**src/hdl/tam_pkg.sv**
```systemverilog
package tam_pkg;

   localparam int DATA_DEPTH_DEFAULT = 256;
   localparam int LINE_COUNT_DEFAULT = 1024;
   localparam int LINK_WORDS = 2;
   localparam int QUEUE_DEPTH = 2;
   localparam int IDX_W = 16;
   localparam int WORD_W = 32;

   localparam logic [4:0] OP_ADD   = 5'd0;
   localparam logic [4:0] OP_MUL   = 5'd1;
   localparam logic [4:0] OP_SUB   = 5'd2;
   localparam logic [4:0] OP_DIV   = 5'd3;
   localparam logic [4:0] OP_COPY  = 5'd4;
   localparam logic [4:0] OP_IMM   = 5'd5;
   localparam logic [4:0] OP_JMP   = 5'd6;
   localparam logic [4:0] OP_JMPZ  = 5'd7;
   localparam logic [4:0] OP_LT    = 5'd8;
   localparam logic [4:0] OP_GT    = 5'd9;
   localparam logic [4:0] OP_EQ    = 5'd10;
   localparam logic [4:0] OP_PRINT = 5'd11;
   localparam logic [4:0] OP_AND   = 5'd12;
   localparam logic [4:0] OP_OR    = 5'd13;
   localparam logic [4:0] OP_NOT   = 5'd14;
   localparam logic [4:0] OP_CALL  = 5'd15;
   localparam logic [4:0] OP_RET   = 5'd16;

   typedef struct packed {
      logic [4:0]        cmd;
      logic [9:0]        op0;
      logic [WORD_W-1:0] op1;
      logic [IDX_W-1:0]  op0_addr;
      logic [IDX_W-1:0]  op1_addr;
      logic [IDX_W-1:0]  op2_addr;
      logic [IDX_W-1:0]  op0_line;
      logic [IDX_W-1:0]  op1_line;
      logic [IDX_W-1:0]  op2_line;
   } item_type;

   typedef struct packed {
      logic [9:0]        next_line;
      logic              print_valid;
      logic [WORD_W-1:0] print_value;
      logic              div_by_zero;
   } rsp_type;

endpackage

```
**src/hdl/tam_mod.sv**
```systemverilog
module tam_mod #(
   parameter int M = 256
) (
   input  logic                   clock,
   input  logic                   reset,
   input  logic                   start,
   input  logic [31:0]            value,
   output logic                   ready,
   output logic [$clog2(M)-1:0]   result
);
   import tam_pkg::*;

   localparam int MW = $clog2(M);
   localparam bit IS_POW2 = (M & (M - 1)) == 0;
   localparam int SHIFT = 32 + MW;
   localparam logic [32:0] RECIP = 33'((64'd1 << SHIFT) / 64'(M));
   localparam logic [31:0] MODULUS = 32'(M);

   logic [MW-1:0] rem_ff;
   logic [MW-1:0] rem_in;
   logic [31:0]   val_ff;
   logic [31:0]   quo_ff;
   logic [31:0]   quo_in;
   logic          stage_ff;
   logic          ready_ff;
   logic [64:0]   prod;
   logic [31:0]   qm;
   logic [31:0]   diff;

   // The estimated quotient is at most one below the true one, so a single
   // conditional subtraction leaves the exact remainder.
   always_comb begin
      prod   = {33'd0, val_ff} * {32'd0, RECIP};
      quo_in = 32'(prod >> SHIFT);
      qm     = quo_ff * MODULUS;
      diff   = val_ff - qm;
      if (diff >= MODULUS) begin
         diff = diff - MODULUS;
      end
      rem_in = diff[MW-1:0];
   end

   always_ff @(posedge clock) begin
      if (reset) begin
         ready_ff <= 1'b1;
         stage_ff <= 1'b0;
      end else if (start) begin
         if (IS_POW2) begin
            rem_ff   <= value[MW-1:0];
            ready_ff <= 1'b1;
         end else begin
            val_ff   <= value;
            stage_ff <= 1'b1;
            ready_ff <= 1'b0;
         end
      end else if (!ready_ff) begin
         if (stage_ff) begin
            quo_ff   <= quo_in;
            stage_ff <= 1'b0;
         end else begin
            rem_ff   <= rem_in;
            ready_ff <= 1'b1;
         end
      end
   end

   assign ready  = ready_ff;
   assign result = rem_ff;

endmodule

```
**src/hdl/tam_front.sv**
```systemverilog
module tam_front #(
   parameter int DATA_DEPTH = 256,
   parameter int LINE_COUNT = 1024
) (
   input  logic                clock,
   input  logic                reset,
   input  logic                hold,
   input  logic                push,
   output logic                full,
   input  logic [4:0]          cmd,
   input  logic [9:0]          op0,
   input  logic [31:0]         op1,
   input  logic [9:0]          op2,
   output logic                q_push,
   input  logic                q_full,
   output tam_pkg::item_type   q_item
);
   import tam_pkg::*;

   localparam int AW = $clog2(DATA_DEPTH);
   localparam int LW = $clog2(LINE_COUNT);

   logic          busy_ff;
   logic [4:0]    cmd_ff;
   logic [9:0]    op0_ff;
   logic [31:0]   op1_ff;
   logic          start;
   logic [5:0]    rdy;
   logic [AW-1:0] a0, a1, a2;
   logic [LW-1:0] l0, l1, l2;

   assign full  = busy_ff || hold;
   assign start = push && !full;

   tam_mod #(.M(DATA_DEPTH)) u_a0 (.clock, .reset, .start, .value(32'(op0)),
      .ready(rdy[0]), .result(a0));
   tam_mod #(.M(DATA_DEPTH)) u_a1 (.clock, .reset, .start, .value(op1),
      .ready(rdy[1]), .result(a1));
   tam_mod #(.M(DATA_DEPTH)) u_a2 (.clock, .reset, .start, .value(32'(op2)),
      .ready(rdy[2]), .result(a2));
   tam_mod #(.M(LINE_COUNT)) u_l0 (.clock, .reset, .start, .value(32'(op0)),
      .ready(rdy[3]), .result(l0));
   tam_mod #(.M(LINE_COUNT)) u_l1 (.clock, .reset, .start, .value(op1),
      .ready(rdy[4]), .result(l1));
   tam_mod #(.M(LINE_COUNT)) u_l2 (.clock, .reset, .start, .value(32'(op2)),
      .ready(rdy[5]), .result(l2));

   assign q_push = busy_ff && (&rdy) && !q_full;

   always_comb begin
      q_item.cmd      = cmd_ff;
      q_item.op0      = op0_ff;
      q_item.op1      = op1_ff;
      q_item.op0_addr = IDX_W'(a0);
      q_item.op1_addr = IDX_W'(a1);
      q_item.op2_addr = IDX_W'(a2);
      q_item.op0_line = IDX_W'(l0);
      q_item.op1_line = IDX_W'(l1);
      q_item.op2_line = IDX_W'(l2);
   end

   always_ff @(posedge clock) begin
      if (reset) begin
         busy_ff <= 1'b0;
      end else if (start) begin
         busy_ff <= 1'b1;
         cmd_ff  <= cmd;
         op0_ff  <= op0;
         op1_ff  <= op1;
      end else if (q_push) begin
         busy_ff <= 1'b0;
      end
   end

endmodule

```
**config.mk**
```make
export PLATFORM = sky130hd
export DESIGN_NAME = tam_front
export DESIGN_NICKNAME = d
export VERILOG_FILES = /design/src/hdl/tam_pkg.sv /design/src/hdl/tam_mod.sv /design/src/hdl/tam_front.sv
export SDC_FILE = /design/constraint.sdc
export NUM_CORES = 1
export LEC_CHECK = 0
export ABC_AREA = 0
export BUFFER_PORTS_ARGS = -buffer_cell sky130_fd_sc_hd__buf_2
export CORE_ASPECT_RATIO = 1.75
export CORE_MARGIN = 2
export CORE_UTILIZATION = 48
export DETAILED_ROUTE_END_ITERATION = 10
export GPL_TIMING_DRIVEN = 0
export PLACE_DENSITY = 0.87
export SYNTH_ARGS = -nofsm -noshare
export SYNTH_HDL_FRONTEND = slang
export SYNTH_HIERARCHICAL = 1
export SYNTH_SLANG_ARGS = --single-unit
```
**constraint.sdc**
```tcl
create_clock -name clock -period 4.2 [get_ports clock]
set_input_delay 0.84 -clock clock [delete_from_list [all_inputs] [get_ports clock]]
set_output_delay 0.84 -clock clock [all_outputs]
set_load 0.01 [all_outputs]
```
==> impl_metrics.tcl <==
set metrics [dict create \
    endpoint_kind "primary output" \
    synth_fa_ha_area_share_pct 0 \
    synth_area_per_cell_um2 20.9 \
    ctsHtreeMaxLevel 3 \
    globalplace.congestion 0.753 \
    path_class "input port to primary output" \
    cts_hold_buf 0 \
    syn_area_mm2 0.00359 \
    synth_cells 172 \
    power_frac_seq_pct 52.1 \
    rsz0062_at_grt "no" \
    drv_slew 0 \
    grt_max_degree 43 \
    synth_compound_area_share_pct 0.313 \
    wl_per_cell_um 15.4 \
    track_usage_pct 18.0 \
    final_util_pct 69.6 \
    cts_sinks 102 \
    area_growth_pct 40.1 \
    die_w_um 69.4 \
    finalSetupViolCount 0 \
    outcome "complete, no violations" \
    clk_latency_ns 0.33 \
    cp.required_ns 3.36 \
    die_area_mm2 0.00822 \
    power_frac_comb_pct 7.0 \
    startpoint_type "input port" \
    fillers 480 \
    synth_top_family_by_area "buffers and inverters" \
    finalNetCount 451 \
    cap_violations 0 \
    min_path_type "register to register" \
    drc_errors 0 \
    port_buffers 164 \
    cp_slowest_cell "nand4b_1" \
    crit_arrival_ns 1.36 \
    fin_area_mm2 0.00504 \
    yosys.area_share.simple_pct 3.86 \
    ir_worst_vdd_mv 0.304 \
    rows 41 \
    n_antenna_cell 0 \
    via_count 2102 \
    start_util_pct 49.7 \
    numCtsBuffers 9 \
    grt_pass1_wl_um 11100 \
    worst-path-buf-inv 2 \
    cts.clk_slew.worst_paths_ns 0.06 \
    drt_iter0_drc 162 \
    drtAntennaViolNets 0 \
    p_switching_uw 420 \
    dp_hpwl_um 5700 \
    postPlaceCellArea_mm2 0.00470 \
    final_layout_size_suffix_gt1_share_pct 60.2 \
    p_int_uw 1810 \
    p_sw_share_pct 18.9 \
    routed_wl_um 7390 \
    overflow 0 \
    synth.yosys.seq_area_share_pct 85.0 \
    coreArea_mm2 0.00723 \
    antenna_found_initial 2 \
    fin_skew_ns 0.00578 \
    vias_per_cell 4.38 \
    ys_types 14 \
    post-cts-setup-buffers 0 \
    powerDensity_mw_per_mm2 442 \
    fin_crit_sh_pct 52.3 \
    synth_warnings 6 \
    slowest_delay_ns 0.18 \
    hold_violations 0 \
    cts_tree "built" \
    power_leakage_uw 0.00221 \
    die_h_um 118 \
    grt_pass1_vias 2172 \
    yosys.area_share.xor_xnor_pct 0 \
    setup-tns-final_ns 0 \
    cts_buffer_depth 2 \
    muxShareOfSynthArea_pct 0 \
    firstDrtPassIters 4 \
    critPathTopFamily "simple AND/OR/NAND/NOR gates" \
    fmax_mhz 455 \
    cts-root-buf "clkbuf_16" \
    post_cts_resized 0 \
    final_cell_mix "buf_2, edfxtp_1, buf_4, conb_1, clkbuf_16" \
    final_common_cell "buf_2" \
    crit_top_cell "buf_2" \
    boundaryPins 207 \
    fin_crit_ns 2.20 \
    ys_seq_elements 102 \
    critical_path.max_fanout 2 \
    clock_power_share_pct 40.9 \
    cp_cell_sequence "buf_2 > nand4b_1 > nor2_1 > buf_2" \
]
-- per-stage QoR --
step | worst slack, ns | hold WS (ns) | total power [µW] | instances
5_1_grt | 1.92 | 0.633 | 2300 | 480
4_1_cts | 2.00 | 0.618 | 2240 | 480
6_report | 2.00 | 0.613 | 2230 | 480
3_5_place_dp | 1.86 | 0.603 | 1330 | 464
3_3_place_gp | 0.788 | 0.579 | 1330 | 463
2_1_floorplan | 1.46 | 0.564 | 1270 | 213
-- cells in the mapped netlist (all sizes together) --
cell    count  share of area (%)
and2        1               0.17
buf        48                 10
conb        7               0.73
dfxtp       1               0.56
edfxtp    101                 84
inv         1               0.10
nand4       1               0.35
nand4b      1               0.24
nor2        1               0.10
nor2b       7                2.5
nor3b       1               0.35
o221a       1               0.31
or2         1               0.17
-- cell families (layout without fill, tap and decap cells) --
logic type / Yosys count / count (layout)
AND/OR/NAND/NOR: 13 / 13
AO/OA/AOI/OAI: 1 / 1
flip-flops: 102 / 102
buffers and inverters: 49 / 230
other: 7 / 48
-- area by class of cell --
class	count	area, µm²	share of cell area (%)
timing repair buffer	165	841	16.7
clock inverter	6	110	2.19
sequential	102	3050	60.6
clock buffer	10	229	4.55
buffer	48	360	7.16
inverter	1	3.75	0.0745
tap	86	108	2.14
multi-input combinational	62	332	6.58
-- worst paths after layout --
kind / to / slack [ns] / cells after the start / startpoint
worst max-delay path: q_push / 2.00 / 4 / q_full
worst min-delay path: busy_ff / 0.61 / 1 / busy_ff
worst max register to register: op0_ff[1] / 2.48 / 3 / busy_ff
worst min register to register: busy_ff / 0.61 / 1 / busy_ff
-- flip-flops by register name, summed over array words and instances (netlist names) --
| name | count |
|---|---|
| u_l0/result | 10 |
| op1_ff | 32 |
| op0_ff | 10 |
| u_l1/result | 10 |
| cmd_ff | 5 |
| u_l2/result | 10 |
| busy_ff | 1 |
| u_a1/result | 8 |
| u_a2/result | 8 |
| u_a0/result | 8 |
-- per-layer routing --
layer	global-route usage (%)	part of all wire, %	up-vias
met1	16.2	30	990
met4	10.7	3.3	2
met5	0	0.18	-
met3	6.48	9.2	20
li1	-	-	963
met2	33.2	57	127
-- power by group through the flow --
stage / logic, µW / clock network, µW / registers, µW
after floorplan: 68.4 / 0 / 1200
after global placement: 146 / 0 / 1180
after detailed placement: 153 / 0 / 1180
after CTS: 154 / 927 / 1160
after global routing: 169 / 966 / 1160
final: 156 / 911 / 1160
No activity file was read; power rests on OpenSTA's default activity.
