### src/hdl/tam_pkg.sv
package tam_pkg;

   localparam int DATA_DEPTH_DEFAULT = 256;
   localparam int LINE_COUNT_DEFAULT = 1024;
   localparam int LINK_WORDS = 2;
   localparam int QUEUE_DEPTH = 2;
   localparam int IDX_W = 16;
   localparam int WORD_W = 32;

   localparam logic [4:0] OP_ADD   = 5'd0;
   localparam logic [4:0] OP_MUL   = 5'd1;
   localparam logic [4:0] OP_SUB   = 5'd2;
   localparam logic [4:0] OP_DIV   = 5'd3;
   localparam logic [4:0] OP_COPY  = 5'd4;
   localparam logic [4:0] OP_IMM   = 5'd5;
   localparam logic [4:0] OP_JMP   = 5'd6;
   localparam logic [4:0] OP_JMPZ  = 5'd7;
   localparam logic [4:0] OP_LT    = 5'd8;
   localparam logic [4:0] OP_GT    = 5'd9;
   localparam logic [4:0] OP_EQ    = 5'd10;
   localparam logic [4:0] OP_PRINT = 5'd11;
   localparam logic [4:0] OP_AND   = 5'd12;
   localparam logic [4:0] OP_OR    = 5'd13;
   localparam logic [4:0] OP_NOT   = 5'd14;
   localparam logic [4:0] OP_CALL  = 5'd15;
   localparam logic [4:0] OP_RET   = 5'd16;

   typedef struct packed {
      logic [4:0]        cmd;
      logic [9:0]        op0;
      logic [WORD_W-1:0] op1;
      logic [IDX_W-1:0]  op0_addr;
      logic [IDX_W-1:0]  op1_addr;
      logic [IDX_W-1:0]  op2_addr;
      logic [IDX_W-1:0]  op0_line;
      logic [IDX_W-1:0]  op1_line;
      logic [IDX_W-1:0]  op2_line;
   } item_type;

   typedef struct packed {
      logic [9:0]        next_line;
      logic              print_valid;
      logic [WORD_W-1:0] print_value;
      logic              div_by_zero;
   } rsp_type;

endpackage

### src/hdl/tam_fifo.sv
module tam_fifo #(
   parameter int WIDTH = 8,
   parameter int DEPTH = 2
) (
   input  logic             clock,
   input  logic             reset,
   input  logic             push,
   input  logic [WIDTH-1:0] wdata,
   output logic             full,
   input  logic             pop,
   output logic [WIDTH-1:0] rdata,
   output logic             empty
);
   import tam_pkg::*;

   localparam int PW = $clog2(DEPTH);
   localparam int CW = $clog2(DEPTH + 1);

   logic [WIDTH-1:0] store_ff [DEPTH];
   logic [PW-1:0]    wr_ff;
   logic [PW-1:0]    rd_ff;
   logic [CW-1:0]    count_ff;
   logic             do_push;
   logic             do_pop;

   assign full    = count_ff == CW'(DEPTH);
   assign empty   = count_ff == '0;
   assign do_push = push && !full;
   assign do_pop  = pop && !empty;
   assign rdata   = store_ff[rd_ff];

   always_ff @(posedge clock) begin
      if (do_push) begin
         store_ff[wr_ff] <= wdata;
      end
   end

   always_ff @(posedge clock) begin
      if (reset) begin
         wr_ff    <= '0;
         rd_ff    <= '0;
         count_ff <= '0;
      end else begin
         if (do_push) begin
            wr_ff <= (wr_ff == PW'(DEPTH - 1)) ? '0 : wr_ff + PW'(1);
         end
         if (do_pop) begin
            rd_ff <= (rd_ff == PW'(DEPTH - 1)) ? '0 : rd_ff + PW'(1);
         end
         if (do_push && !do_pop) begin
            count_ff <= count_ff + CW'(1);
         end else if (do_pop && !do_push) begin
            count_ff <= count_ff - CW'(1);
         end
      end
   end

endmodule

### config.mk
export PLATFORM = sky130hd
export DESIGN_NAME = tam_fifo
export DESIGN_NICKNAME = d
export VERILOG_FILES = /design/src/hdl/tam_pkg.sv /design/src/hdl/tam_fifo.sv
export SDC_FILE = /design/constraint.sdc
export NUM_CORES = 1
export LEC_CHECK = 0
export ABC_AREA = 1
export BUFFER_PORTS_ARGS = -buffer_cell sky130_fd_sc_hd__buf_2
export CAP_MARGIN = 20
export CORE_ASPECT_RATIO = 0.9
export CORE_MARGIN = 2
export CORE_UTILIZATION = 53
export DETAILED_ROUTE_END_ITERATION = 6
export PLACE_DENSITY = 0.86
export SYNTH_ARGS = -nofsm -noshare
export SYNTH_HDL_FRONTEND = slang
export SYNTH_SLANG_ARGS = --single-unit
### constraint.sdc
create_clock -name clock -period 3.2 [get_ports clock]
set_input_delay 0.16 -clock clock [delete_from_list [all_inputs] [get_ports clock]]
set_output_delay 0.16 -clock clock [all_outputs]
set_load 0.005 [all_outputs]
==> results.sh, run 1 <==
export IMPL_die_h_um=41.51
export IMPL_cp_arrival_ps=1480
export IMPL_final_max_slew_violation_count=0
export IMPL_io_pins=22
export IMPL_hp_class="in2reg"
export IMPL_reg2reg_slack_ps=1660
export IMPL_synth_most_common_cell="edfxtp_1"
export IMPL_synth_edf_count=16
export IMPL_die_w_um=45.67
export IMPL_worst_slew_pin_slew_ps=676.3
export IMPL_worst_path_max_fanout=8
export IMPL_area_delta_synth_final_pct=17.67
export IMPL_cts_setup_buffers=0
export IMPL_post_route_period_util=0.4814
export IMPL_syn_nets=75
export IMPL_synth_distinct_cells=16
export IMPL_synth_top_family_by_area="multiplexers"
export IMPL_synthAdderAreaFrac=0.01511
export IMPL_outcome="finished clean"
export IMPL_muxShareOfSynthArea=0.1088
export IMPL_place_ws_ps=1678
export IMPL_ant_nets=0
export IMPL_synth_area_top_cells="edfxtp_1 58%, dfxtp_1 12%, mux2_2 11%, nor2_1 4.1%, inv_1 3.2%"
export IMPL_clock_tree_htree_level_count=1
export IMPL_synth_seq_area_share=0.7009
export IMPL_wl_mm=1.330
export IMPL_peakVddDrop_mv=0.4873
export IMPL_r2r_end="store_ff[1][6]"
export IMPL_grt_max_degree=13
export IMPL_p_per_area_nw_per_um2=738.5
export IMPL_worstReg2RegStart="count_ff[0]"
export IMPL_synth_compound_area_frac=0.04532
export IMPL_rsz0062_at_grt="no"
export IMPL_grt_overflow=0
export IMPL_dieArea_um2=1896
export IMPL_cp_required_ps=3140
export IMPL_initial_utilization=0.5722
export IMPL_core_area_um2=1448
export IMPL_cp_slowest_stage_delay_ps=540
export IMPL_setup_ws_ps=1659
export IMPL_cts_hold_buffers_added=0
export IMPL_vias=513
export IMPL_syn_area_um2=828.3
export IMPL_grt_pass1_vias=508
export IMPL_hold_viol_final=0
export IMPL_fmax_mhz=649.1
export IMPL_dr_pass1_iters=3
export IMPL_synthSimpleGateAreaFrac=0.08308
export IMPL_yosysTopAreaCell="edfxtp_1"
export IMPL_syn_inst=62
export IMPL_power_leakage_nw=0.4084
export IMPL_drt_iter0_drc=7
export IMPL_rr_worst_depth=2
export IMPL_viasPerCell=5.079
export IMPL_critical_path_class="reg2reg"
export IMPL_n_antenna_cell=0
export IMPL_min_delay_start="wdata[4]"
export IMPL_finalClockSkew_ps=1.964
export IMPL_wl_per_cell_um=13.17
export IMPL_cts_tree="built"
export IMPL_clk_pin_slew_ps=110
export IMPL_cts_buffers=3
export IMPL_ys_top_cells_by_count="16 x edfxtp_1, 9 x nor2_1, 8 x mux2_2, 7 x inv_1, 5 x dfxtp_1"
export IMPL_globalRouteTotalUtil=0.1691
export IMPL_yosys_area_share_xor_xnor=0
export IMPL_numPortBuffers=21
export IMPL_crit_family="simple AND/OR/NAND/NOR gates"
export IMPL_max_cap_violations=0
export IMPL_root_buffer="clkbuf_4"
export IMPL_critical_path_cell_chain="o21ai_2 > nor2_1"
export IMPL_cts_sinks=21
export IMPL_grt_pass1_wl_mm=2.201
export IMPL_route_detailed_drc=0
export IMPL_row_count=13
export IMPL_synth_flop_cell="edfxtp_1"
export IMPL_cp_num_buf_inv=0
export IMPL_clk_path_buf_depth=2
export IMPL_gp_congestion=0.7768
export IMPL_insertion_delay_ps=290
export IMPL_fin_setup_tns_ps=0
export IMPL_synth_top_area_frac=0.5801
export IMPL_min_period_ps=1541
export IMPL_drive_gt1_frac=0.4419
export IMPL_cts_resized_gates=0
export IMPL_yosysWarnings=0
export IMPL_setup_violations_final=0
export IMPL_layout_nets=100
export IMPL_ys_ff_latch=21
export IMPL_min_path_cells=1
export IMPL_slew_headroom=0.5474
export IMPL_syn_area_per_cell_um2=13.36
export IMPL_antenna_found_initial=0
export IMPL_synthArstFlopShare=0
export IMPL_end_kind="flop"
export IMPL_holdPathEnd="store_ff[1][4]"
export IMPL_cpMaxStageDelayCell="nor2_1"
export IMPL_cp_start_kind="flop"
worst max path at each step:
| stage | start | end | slack, ps | depth (start not counted) |
|---|---|---|---|---|
| global route | count_ff[0] | store_ff[1][6] | 1550 | 2 |
| CTS | count_ff[0] | store_ff[1][6] | 1660 | 2 |
| floorplan | count_ff[0] | store_ff[1][0] | 1880 | 2 |
| detailed placement | count_ff[0] | store_ff[1][2] | 1680 | 2 |
| finish | count_ff[0] | store_ff[1][6] | 1660 | 2 |
| global placement | count_ff[0] | store_ff[1][2] | 1740 | 2 |
per-layer routing:
metal / part of all wire / track usage / up-vias
li1: - / - / 261
met3: 0.043 / 0.03043 / 2
met2: 0.50 / 0.2817 / 10
met4: 0.016 / 0.08824 / 0
met1: 0.44 / 0.2012 / 240
met5: 0 / 0 / -
final cells by class:
| class | count | area, um2 |
|---|---|---|
| clock buffer | 3 | 22.52 |
| clock inverter | 1 | 5.005 |
| fill | 103 | 473.0 |
| inverter | 9 | 33.78 |
| multi-input combinational | 31 | 209.0 |
| sequential | 21 | 580.6 |
| tap | 15 | 18.77 |
| timing repair buffer | 21 | 105.1 |
cells in the final DEF (no fill, tap or decap), drive strengths merged:
cell    synthesis  layout
nor2            9       9
nand2           4       4
mux2            8       8
and2            1       1
buf             1      21
o21ai           5       5
a21oi           1       1
clkinv          0       1
nand3           1       1
ha              1       1
inv             9       9
dfxtp           5       5
nand4           1       1
edfxtp         16      16
clkbuf          0       3
power by group:
group | total [mW] | switching [mW] | internal, mW
Clock | 0.122 | 0.0756 | 0.0465
Combinational | 0.210 | 0.108 | 0.102
Sequential | 0.388 | 0.0393 | 0.348
Total | 0.720 | 0.223 | 0.497
flip-flops by register name (all words and copies together), names as in the netlist, named ones only:
register / cells
store_ff: 16
count_ff: 2
rd_ff: 1
wr_ff: 1
kinds of logic after synthesis:
group,Yosys count
adders and majority gates,1
buffers and inverters,10
AOI/OAI and AO/OA,6
muxes,8
and+or+nand+nor,16
DFF,21
through the flow:
step | instances | util | power (mW) | hold slack [ps] | instance area [um2]
after floorplan | 62 | - | 0.5267 | 258.9 | 828.3
after global routing | 101 | 0.6733 | 0.7707 | 32.20 | 974.7
after CTS | 101 | 0.6733 | 0.7237 | 37.39 | 974.7
final | 101 | 0.6733 | 0.7198 | 46.31 | 974.7
after detailed placement | 97 | 0.6543 | 0.5970 | 351.8 | 947.2
after global placement | 97 | 0.6543 | 0.5887 | 349.8 | 947.2
Note: power is estimated with default switching activity, not from simulation.
==> inputs of run 2 (changes only) <==
- CORE_UTILIZATION: 53 -> 49
- PLACE_DENSITY: 0.86 -> 0.81
- clock period: 3.2 -> 1.48 ns (I/O delays scaled with it)
==> run 2 against run 1 <==
Compared with the run above:
- cell count rose by 21%
- die area rose by 7.4%
- combinational power rose to 2.5 times the previous value
- count of clock-buffer cells in the layout rose by 1
- fmax rose by 14%
- core utilization rose by 0.49 points
- hold slack got worse by 6.5 ps
- clock skew fell by 0.99 ps
- flip-flop and latch count did not move
- largest cell class unchanged
==> results.sh, run 2 (synthesis gave the netlist of run 1 again) <==
export IMPL_worst_path_max_fanout=4
export IMPL_max_cap_violations=0
export IMPL_dieArea_um2=2036
export IMPL_layout_nets=112
export IMPL_peakVddDrop_mv=0.8521
export IMPL_numPortBuffers=21
export IMPL_clk_pin_slew_ps=110
export IMPL_reg2reg_slack_ps=130
export IMPL_route_detailed_drc=0
export IMPL_vias=584
export IMPL_cp_required_ps=1730
export IMPL_cp_arrival_ps=1600
export IMPL_placedCellCount=109
export IMPL_place_area_um2=980.9
export IMPL_wl_per_cell_um=11.69
export IMPL_holdPathEnd="count_ff[1]"
export IMPL_io_pins=22
export IMPL_min_delay_start="reset"
export IMPL_fin_total_pwr_mw=1.635
export IMPL_initial_utilization=0.5084
export IMPL_post_route_period_util=0.9111
export IMPL_grt_pass1_vias=580
export IMPL_min_period_ps=1348
export IMPL_area_delta_synth_final_pct=33.38
export IMPL_grt_pass1_wl_mm=2.194
export IMPL_viasPerCell=4.787
export IMPL_hp_class="in2reg"
export IMPL_setup_violations_final=0
export IMPL_clock_tree_htree_level_count=1
export IMPL_largestRegisters="store_ff: 16 flops, count_ff: 2 flops"
export IMPL_die_h_um=43.01
export IMPL_drive_gt1_frac=0.4388
export IMPL_cp_start_kind="flop"
export IMPL_final_cells=122
export IMPL_power_leakage_nw=0.4612
export IMPL_n_antenna_cell=0
export IMPL_end_kind="flop"
export IMPL_largest_register_ffs=16
export IMPL_die_w_um=47.34
export IMPL_insertion_delay_ps=300
export IMPL_top_layer="met4"
export IMPL_route_met2_wl_um=776
export IMPL_r2r_end="count_ff[1]"
export IMPL_drt_iter0_drc=15
export IMPL_core_area_um2=1629
export IMPL_holdWs_ps=39.82
export IMPL_clk_path_buf_depth=2
export IMPL_ant_nets=0
export IMPL_critical_path_class="reg2reg"
export IMPL_worst_slew_pin_slew_ps=199.4
export IMPL_hold_viol_final=0
export IMPL_final_common_cell="buf_2"
export IMPL_globalRouteTotalUtil=0.1672
export IMPL_grt_max_degree=12
export IMPL_layout_common_cells="21 x buf_2, 16 x edfxtp_1, 9 x nor2_1"
export IMPL_p_per_area_nw_per_um2=1480
export IMPL_fillers=133
export IMPL_m1WireLength_um=558
export IMPL_wl_mm=1.426
export IMPL_cts_buffers=3
export IMPL_final_max_slew_violation_count=0
export IMPL_fmax_mhz=741.6
export IMPL_finalClockSkew_ps=0.9726
export IMPL_min_path_cells=4
export IMPL_slew_headroom=0.8671
export IMPL_stdcell_area_um2=1105
export IMPL_outcome="finished clean"
export IMPL_met3WireLength_um=46
export IMPL_multiInputGateArea_um2=216.5
export IMPL_dr_pass1_iters=4
export IMPL_gp_congestion=0.8044
export IMPL_worstReg2RegStart="count_ff[1]"
export IMPL_grt_overflow=0
export IMPL_root_buffer="clkbuf_4"
export IMPL_top_register="store_ff"
export IMPL_cts_sinks=21
export IMPL_post_dp_hpwl_um=953.9
export IMPL_cts_tree="built"
export IMPL_antenna_found_initial=0
export IMPL_rr_worst_depth=9
export IMPL_register_area_um2=583.1
export IMPL_row_count=14
export IMPL_utilization=0.6782
-- run 2: cell count changes in the layout (fill, tap and decap cells not counted) --
cell	delta
o21ai_2	-1
o21ai_4	+1
buf_4	+4
dfxtp_1	-2
clkinv_2	-1
dfxtp_2	+2
dlygate4sd3_1	+8
clkbuf_1	+1
-- run 2: worst max-delay path: stages (launching register included) --
cell and delay [ps]:
dfxtp_1 340, inv_1 90, o21ai_4 180, inv_2 60
ha_1 270, inv_1 100, nand3_1 90, nand2_1 60
inv_1 40, nor2_1 80
-- run 2: worst max path at each step --
stage	from	to	slack (ps)
global placement	count_ff[0]	count_ff[1]	180
global route	count_ff[1]	count_ff[1]	-10
finish	count_ff[1]	count_ff[1]	130
detailed placement	count_ff[0]	count_ff[1]	120
floorplan	count_ff[0]	store_ff[1][0]	160
CTS	flop	rdata[5]	20
-- run 2: metrics by stage --
stage	setup slack, ps	TNS, ps
after global placement	182.2	0
after floorplan	158.8	0
final	131.6	0
after CTS	18.17	0
after global routing	-12.77	-15.48
after detailed placement	121.0	0
-- run 2: area by class of cell --
type                    instances  share of cell area
flip-flops and latches         21              0.5277
multi-input cells              31              0.1959
clock buffers                   4             0.02378
repair buffers                 33              0.1948
well taps                      24             0.02718
inverters                       9             0.03058
-- run 2: layer usage --
layer	track usage	up-vias
met5	0	-
met4	0.1222	0
met3	0.05106	4
met2	0.2811	16
met1	0.1624	275
li1	-	289
-- run 2: timing repair --
| item | 4_1_cts | 5_1_grt |
|---|---|---|
| endpoints found under the hold margin | 16 | 0 |
| hold buffers | 8 | 0 |
| buffers inserted | 0 | 1 |
| gates resized for setup | 0 | 3 |
| endpoints found under the setup margin | 0 | 10 |
-- run 2: power breakdown --
part           internal, mW  switching, mW  leakage [nW]  total (mW)
logic                 0.277          0.255         0.255       0.531
registers             0.756         0.0777         0.191       0.834
clock network         0.105          0.164        0.0150       0.269
total                  1.14          0.496         0.461        1.63
